==> config.mk <==
export PLATFORM = sky130hd
export DESIGN_NAME = ttbh_div
export DESIGN_NICKNAME = d
export VERILOG_FILES = /design/src/ttbh_pkg.sv /design/src/ttbh_div.sv
export SDC_FILE = /design/constraint.sdc
export NUM_CORES = 1
export LEC_CHECK = 0
export BUFFER_PORTS_ARGS = -buffer_cell sky130_fd_sc_hd__buf_2
export CAP_MARGIN = 20
export CORE_ASPECT_RATIO = 1.5
export CORE_MARGIN = 1
export CORE_UTILIZATION = 50
export CTS_CLUSTER_SIZE = 24
export DETAILED_ROUTE_END_ITERATION = 7
export PLACE_DENSITY = 0.72
export SYNTH_ARGS = -nofsm -noshare
export SYNTH_HDL_FRONTEND = slang
export SYNTH_SLANG_ARGS = --single-unit
==> constraint.sdc <==
create_clock -name clk -period 3.83 [get_ports clk]
set_input_delay 0.5745 -clock clk [delete_from_list [all_inputs] [get_ports clk]]
set_output_delay 0.5745 -clock clk [all_outputs]
set_load 0.05 [all_outputs]
==> src/ttbh_pkg.sv <==
// Shared constants, types and helpers for the time tag binning histogram.
`timescale 1ns / 1ps

package ttbh_pkg;

  // Store depths; both are powers of two so the phase bin is a low slice
  localparam int PHASE_BINS    = 4096;
  localparam int INTERVAL_BINS = 1024;
  localparam int PHASE_W       = $clog2(PHASE_BINS);
  localparam int INTERVAL_W    = $clog2(INTERVAL_BINS);

  // Field widths
  localparam int TIME_W    = 64;
  localparam int PS_W      = 40;
  localparam int SEC_W     = 24;
  localparam int IDX_W     = 12;
  localparam int CNT_W     = 32;
  localparam int OP_W      = 2;
  localparam int CFG_IDX_W = 2;
  localparam int CFG_W     = 64;
  localparam int WIDTH_W   = 40;
  localparam int SHIFT_W   = 40;

  // 10^12 = 244140625 * 2^12: a 24x28 multiply followed by a shift
  localparam int          PS_SEC_ODD_W = 28;
  localparam logic [PS_SEC_ODD_W-1:0] PS_SEC_ODD = 28'd244140625;
  localparam int          PS_SEC_SHIFT = 12;
  localparam int          PROD_W       = SEC_W + PS_SEC_ODD_W;

  // Divider iteration counter
  localparam int DIV_CNT_W = $clog2(TIME_W + 1);

  // Input beat layout (tdata, lowest bit first)
  localparam int IN_PS_LSB   = 0;
  localparam int IN_SEC_LSB  = IN_PS_LSB + PS_W;
  localparam int IN_IDX_LSB  = IN_SEC_LSB + SEC_W;
  localparam int IN_TDATA_W  = 80;

  // Output beat layout (tdata, lowest bit first)
  localparam int OUT_PBIN_LSB    = 0;
  localparam int OUT_IBIN_LSB    = OUT_PBIN_LSB + PHASE_W;
  localparam int OUT_COUNTED_BIT = OUT_IBIN_LSB + INTERVAL_W;
  localparam int OUT_COUNT_LSB   = OUT_COUNTED_BIT + 1;
  localparam int OUT_PAYLOAD_W   = OUT_COUNT_LSB + CNT_W;
  localparam int OUT_TDATA_W     = 56;

  typedef enum logic [OP_W-1:0] {
    OP_TAG         = 2'd0,
    OP_RD_PHASE    = 2'd1,
    OP_RD_INTERVAL = 2'd2,
    OP_CLEAR       = 2'd3
  } op_t;

  typedef enum logic [CFG_IDX_W-1:0] {
    REG_TAU   = 2'd0,
    REG_WIDTH = 2'd1,
    REG_SHIFT = 2'd2
  } cfg_reg_t;

  typedef enum logic [3:0] {
    ST_INIT,
    ST_IDLE,
    ST_MUL,
    ST_SUM,
    ST_DIVP,
    ST_WAITP,
    ST_DIVI,
    ST_WAITI,
    ST_UPD,
    ST_WRITE,
    ST_READ,
    ST_READ_WAIT,
    ST_CLEAR,
    ST_OUT
  } state_t;

  // Saturating increment of a bin count
  function automatic logic [CNT_W-1:0] sat_inc(input logic [CNT_W-1:0] c);
    sat_inc = (&c) ? c : c + CNT_W'(1);
  endfunction

endpackage

==> src/ttbh_div.sv <==
// Radix-2 restoring divider, one quotient bit per cycle, 64-bit operands.
`timescale 1ns / 1ps

module ttbh_div
  import ttbh_pkg::*;
(
  input  logic              clk,
  input  logic              rst,
  input  logic              start,
  input  logic [TIME_W-1:0] dividend,
  input  logic [TIME_W-1:0] divisor,
  output logic              done,
  output logic [TIME_W-1:0] quotient
);

  logic [TIME_W-1:0]    rem;
  logic [TIME_W-1:0]    quo;
  logic [TIME_W-1:0]    dvs;
  logic [DIV_CNT_W-1:0] cnt;
  logic                 busy;

  logic [TIME_W:0]      shifted;
  logic                 ge;
  logic [TIME_W:0]      rem_next;

  // One trial subtract per cycle
  always_comb begin
    shifted  = {rem, quo[TIME_W-1]};
    ge       = shifted >= {1'b0, dvs};
    rem_next = ge ? shifted - {1'b0, dvs} : shifted;
  end

  // Control
  always_ff @(posedge clk) begin
    if (rst) begin
      busy <= 1'b0;
      done <= 1'b0;
      cnt  <= '0;
    end else begin
      done <= 1'b0;
      if (start) begin
        busy <= 1'b1;
        cnt  <= DIV_CNT_W'(TIME_W);
      end else if (busy) begin
        cnt <= cnt - DIV_CNT_W'(1);
        if (cnt == DIV_CNT_W'(1)) begin
          busy <= 1'b0;
          done <= 1'b1;
        end
      end
    end
  end

  // Datapath
  always_ff @(posedge clk) begin
    if (start) begin
      rem <= '0;
      quo <= dividend;
      dvs <= divisor;
    end else if (busy) begin
      rem <= rem_next[TIME_W-1:0];
      quo <= {quo[TIME_W-2:0], ge};
    end
  end

  assign quotient = quo;

endmodule

==> run metrics, run 1 <==
status=finished, final reports clean; first-pass GRT wire length=48.1 mm; Bufs on Longest Clock Path=3; Final min period=3.47 ns; fraction of layout cells with a size suffix above 1=23.0%; leakage power=5.85 nW; Final Hold Viols=0; P&R area growth vs syn=16.2%; Peak VDD IR=0.000478 V; Root Driver=clkbuf_16; FP Rows=68; Gate Count Post-Synth=1266; Final Max Tran Viols=0; maxcap violations=0; initial core utilization=51.4%; Worst Hold Class=input port to flip-flop; antenna violations before repair=1; CORE AREA=23200 um^2; die area=24500 um^2; Syn Area/Cell=9.42 um^2; RSZ-0062 raised after global routing=false; Post-DRT Antenna Nets=0; Critical Path Fanout Max=45; Setup WS pre-CTS=0.413 ns; die height=191 um; number of diodes=0; Total Wirelength=30.3 mm; buffers inserted by post-CTS timing repair=0; clk sinks=201; crit end category=flip-flop; drt pass-1 iters=5; cell area power density=482 nW/um^2; die width=128 um; number of synthesized flops with an enable pin=128; GRT Total Usage=24.7%; non-filler cells, final=1752; dpl hpwl=22.1 mm; Worst-path clk slew=0.07 ns; post_cts resized=0; Final Setup Violations=0; Via density=5.65; drt drc=0; post-synthesis cell type count=64; maximum achievable frequency=288 MHz; Placed Instances=1712; CP arrival=3.90 ns; vias in the first global route=9829; GRT Residual Overflow=0; CTS tree=yes; Setup CP Type=flip-flop to flip-flop; largest net degree at the start of global routing=136; Vias=9893; worst skew pair latency=0.53 ns; r2r setup slk=0.36 ns; required time of the critical path=4.25 ns; num ports=196; routed length per placed instance=17.3 um; Net Count, Synth=1464; mapped cell area=11900 um^2; crit path launch type=flip-flop; nets=1619; TNS Setup=0 ns; register area share after synthesis=44.5%; skew final=0.0200 ns; crit share post-route=90.6%; Worst Tran Pin Value=0.866 ns; Max transition margin=42.3%; CTS Buf Count=22; top_reg_cell synth=edfxtp_1; GPL Wtd Cong=0.925; FF+latch count, synth=201; fraction of registers with async set/reset=0%; initial DRC count=647; IO buf count=195; worst setup margin=0.359 ns; cts hold-fix bufs=0; Yosys warnings=0; H-Tree Depth=1
==> cell type report <==
class | instances | area [um^2]
Fill cell | 2019 | 9360
Multi-Input combinational cell | 896 | 5950
Sequential cell | 201 | 5310
Timing Repair Buffer | 210 | 1120
Clock buffer | 24 | 558
Tap cell | 315 | 394
Inverter | 90 | 338
Clock inverter | 16 | 198
==> per-layer routing <==
metal	vias up	share of wire, %	global-route usage, %	wire [um]
li1	4870	-	-	-
met1	4650	40	27.9	12100
met2	299	51	45.2	15500
met3	72	5.9	4.81	1780
met4	2	3.3	9.37	995
met5	-	0.046	0	14
==> cell usage in the layout (no fill, tap or decap), types with 9 or more instances in the layout <==
cell type    n
a211oi_1     9
a21o_1      30
a21oi_1     86
a311oi_1    52
a31oi_1     11
buf_2      194
buf_4       13
clkbuf_16   22
dfxtp_1     72
edfxtp_1   128
ha_1        66
inv_1       90
mux2_2      64
nand2_1    167
nand3_1     24
nand4_1     29
nor2_1     111
nor3_1       9
o21a_1      12
o21ai_0     51
o21bai_1    15
xnor2_1     37
xor2_1      23
==> cells by family (layout without fill, tap and decap cells) <==
kind of cell,Yosys count,in the layout,synth area share [%]
AO/OA/AOI/OAI,311,311,17.5
adder cells (fa/ha/maj),67,67,7.09
buffers and inverters,169,340,5.72
multiplexers,65,65,6.13
flip-flops,201,201,44.5
AND/OR/NAND/NOR,393,393,14.7
XOR/XNOR,60,60,4.41
==> final timing paths <==
kind | startpoint | end | cells after the start
worst min register to register | rem[39] | rem[39] | 2
worst max register to register | dvs[23] | rem[5] | 12
worst min-delay path | rst | busy | 2
worst max-delay path | dvs[23] | rem[5] | 12
==> per-stage QoR <==
step                instance area [um^2]  hold WS, ns  power (mW)  utilization (%)
floorplan                          11900        0.459        4.00                -
global placement                   13100        0.476        4.45             56.4
detailed placement                 13100        0.486        4.47             56.4
CTS                                13900        0.199        6.73             59.7
global route                       13900        0.206        7.00             59.7
finish                             13900        0.211        6.68             59.7
==> report_power, final <==
part	internal [mW]	switching (mW)
registers	2.53	0.122
logic	0.638	1.16
clock network	1.33	0.906
==> flip-flops by register name, summed over array words and instances, names as in the netlist <==
signal,cells
quotient,64
dvs,64
busy,1
rem,64
cnt,7
done,1
==> Yosys cell counts (15+ instances only) <==
master	number	area, um^2
dfxtp_1	73	1460
o21ai_0	51	255
nor2_1	111	417
mux2_2	64	721
edfxtp_1	128	3840
xor2_1	23	201
nand3_1	24	120
nand2_1	169	634
xnor2_1	37	324
inv_1	90	338
a311oi_1	52	455
clkbuf_1	54	203
o21bai_1	15	113
a21oi_1	86	430
ha_1	66	826
nand4_1	29	181
a21o_1	30	225
==> worst max-delay path: stages, from the launching register on <==
cell      delay (ns)
edfxtp_1        0.32
inv_1           0.04
ha_1            0.43
nand4_2         0.15
or3_4           0.42
or4_1           0.51
nor2_1          0.16
nand3_1         0.09
o211a_2         0.19
and2_2          0.23
buf_12          0.19
or3_1           0.37
a311oi_1        0.26
(Power assumes the default switching activity.)
==> run 2: changes to the inputs <==
--- a/config.mk
+++ b/config.mk
@@ -7,12 +7,14 @@
 export LEC_CHECK = 0
 export BUFFER_PORTS_ARGS = -buffer_cell sky130_fd_sc_hd__buf_2
 export CAP_MARGIN = 20
+export CELL_PAD_IN_SITES_DETAIL_PLACEMENT = 1
+export CELL_PAD_IN_SITES_GLOBAL_PLACEMENT = 1
 export CORE_ASPECT_RATIO = 1.5
-export CORE_MARGIN = 1
-export CORE_UTILIZATION = 50
-export CTS_CLUSTER_SIZE = 24
+export CORE_MARGIN = 5
+export CORE_UTILIZATION = 44
+export CTS_CLUSTER_SIZE = 16
 export DETAILED_ROUTE_END_ITERATION = 7
-export PLACE_DENSITY = 0.72
+export PLACE_DENSITY_LB_ADDON = 0.1
 export SYNTH_ARGS = -nofsm -noshare
 export SYNTH_HDL_FRONTEND = slang
 export SYNTH_SLANG_ARGS = --single-unit
==> run metrics, run 2 (synthesized netlist as in run 1, its figures left out) <==
Worst Hold Path Cells=1 (-1); GRT Total Usage=22.1% (-2.5 points); Via density=5.59 (-1.1%); TNS Setup=0 ns (unchanged); reg2reg end=rem[5]; worst setup margin=0.333 ns (-0.0261 ns); GPL Wtd Cong=0.866 (-6.3%); post_cts resized=0 (unchanged); Total Wirelength=33.7 mm (+11%); vias in the first global route=11000 (+12%); RSZ-0062 raised after global routing=false; die height=212 um (+11%); IO buf count=195 (unchanged); FP Rows=73 (+7.4%); first-pass GRT wire length=55.3 mm (+15%); crit share post-route=91.3% (+0.68 points); Reg area=5310 um^2 (unchanged); buffers inserted by post-CTS timing repair=0 (unchanged); CORE AREA=26700 um^2 (+15%); CTS tree=yes; commonest non-fill, non-tap cell in the layout=buf_2; skew final=0.0198 ns (-0.000240 ns); GRT Residual Overflow=0 (unchanged); Setup WS pre-CTS=0.344 ns (-0.0687 ns); Critical Path Fanout Max=12 (-73%); Worst Hold Class=input port to flip-flop; crit end category=flip-flop; fraction of layout cells with a size suffix above 1=23.0% (-0.070 points); H-Tree Depth=1 (unchanged); worst skew pair latency=0.54 ns (about the same); cts hold-fix bufs=0 (unchanged); met3 WL=1.82 mm (+1.8%); Setup CP Type=flip-flop to flip-flop; most frequent cells in the layout=buf_2 (194), nand2_1 (167), edfxtp_1 (128); Util after Layout=52.3% (-7.4 points); initial DRC count=356 (-45%); number of diodes=0 (unchanged); Post-DRT Antenna Nets=0 (unchanged); WL met2=17.7 mm (+14%); maximum achievable frequency=286 MHz (-0.75%); Final Setup Violations=0 (unchanged); antenna violations before repair=0 (-1); uppermost routed layer=met4; routed length per placed instance=19.0 um (+9.7%); required time of the critical path=4.27 ns (+0.02 ns); Bufs on Longest Clock Path=3 (unchanged); Peak VDD IR=0.000404 V (-16%); initial core utilization=44.7% (-6.6 points); maxcap violations=0 (unchanged); Placed Instances=1732 (+1.2%); CTS Buf Count=23 (+4.5%); Vias=9909 (+0.16%); multi-input logic area=5950 um^2 (unchanged); clk sinks=201 (unchanged); Root Driver=clkbuf_16; num ports=196 (unchanged); status=finished, final reports clean; hold endpoint=dvs[0]; drt drc=0 (unchanged); dpl hpwl=25.0 mm (+13%); Final Max Tran Viols=0 (unchanged); drt pass-1 iters=6 (+1); largest net degree at the start of global routing=113 (-17%); cell area power density=488 nW/um^2 (+1.1%); CP arrival=3.93 ns (+0.03 ns); Final min period=3.50 ns (+0.0261 ns); non-filler cells, final=1774 (+1.3%); nets=1618 (-0.062%); Post-Route M1 WL=13.2 mm (+9.8%); Worst-path clk slew=0.07 ns (about the same); r2r setup slk=0.33 ns (-0.03 ns); beginning of the critical path=dvs[23]; die width=144 um (+13%); P&R area growth vs syn=16.8%; crit path launch type=flip-flop; worst hold start=divisor[0]; Final Hold Viols=0 (unchanged); die area=30600 um^2 (+25%); Reg2Reg Depth=11 (-1); Max transition margin=33.3% (-9.0 points); Placed Area=13100 um^2 (+0.29%); FILL cells=3104 (+54%); post-route cell area=13900 um^2 (+0.52%); leakage power=5.86 nW (+0.14%); R2R Path Start=dvs[23]; Worst Tran Pin Value=1.00 ns (+0.135 ns)
==> run 2: cell types whose count changed in the layout (fill, tap and decap cells not counted), sizes merged <==
cell,change
buf,-2
clkinv,-4
clkbuf,+5
clkinvlp,+1
==> run 2: routing by layer <==
metal	up-vias	global-route usage, %
met5	-	0
met4	0	6.86
met3	52	4.97
met2	218	40.4
met1	4766	25.3
li1	4873	-
==> run 2: worst max-delay path: stages, from the launching register on <==
cell	delay (ns)
edfxtp_1	0.34
inv_1	0.06
ha_1	0.45
nand4_2	0.16
or3_4	0.45
or4_1	0.51
nor2_1	0.22
nand3_1	0.10
o211a_2	0.20
and2_2	0.30
or3_1	0.37
a311oi_1	0.26
==> run 2: cell type report <==
cell class              instances  share of cell area (%)
multi-input cells             896                    42.7
repair buffers                208                    8.11
clock buffers                  29                    4.44
clock inverters                13                    1.24
flip-flops and latches        201                    38.1
well taps                     337                    3.03
inverters                      90                    2.42
==> run 2: worst max path at each step <==
stage	end	slack [ns]	cells past startpoint
floorplan	rem[60]	0.64	13
global placement	rem[5]	0.42	11
detailed placement	rem[5]	0.34	11
CTS	rem[5]	0.30	11
global route	rem[50]	0.09	13
finish	rem[5]	0.33	11
==> run 2: per-stage QoR <==
stage	hold WS [ns]	power, mW
3_3_place_gp	0.481	4.47
6_report	0.210	6.79
4_1_cts	0.182	6.90
2_1_floorplan	0.459	4.00
5_1_grt	0.187	7.17
3_5_place_dp	0.495	4.51
==> run 2: where the power goes <==
group | leakage (nW) | switching (mW) | internal, mW | total (mW)
combinational | 3.60 | 1.17 | 0.637 | 1.81
sequential | 1.87 | 0.122 | 2.53 | 2.65
clock | 0.387 | 0.917 | 1.41 | 2.33
total | 5.86 | 2.21 | 4.58 | 6.79
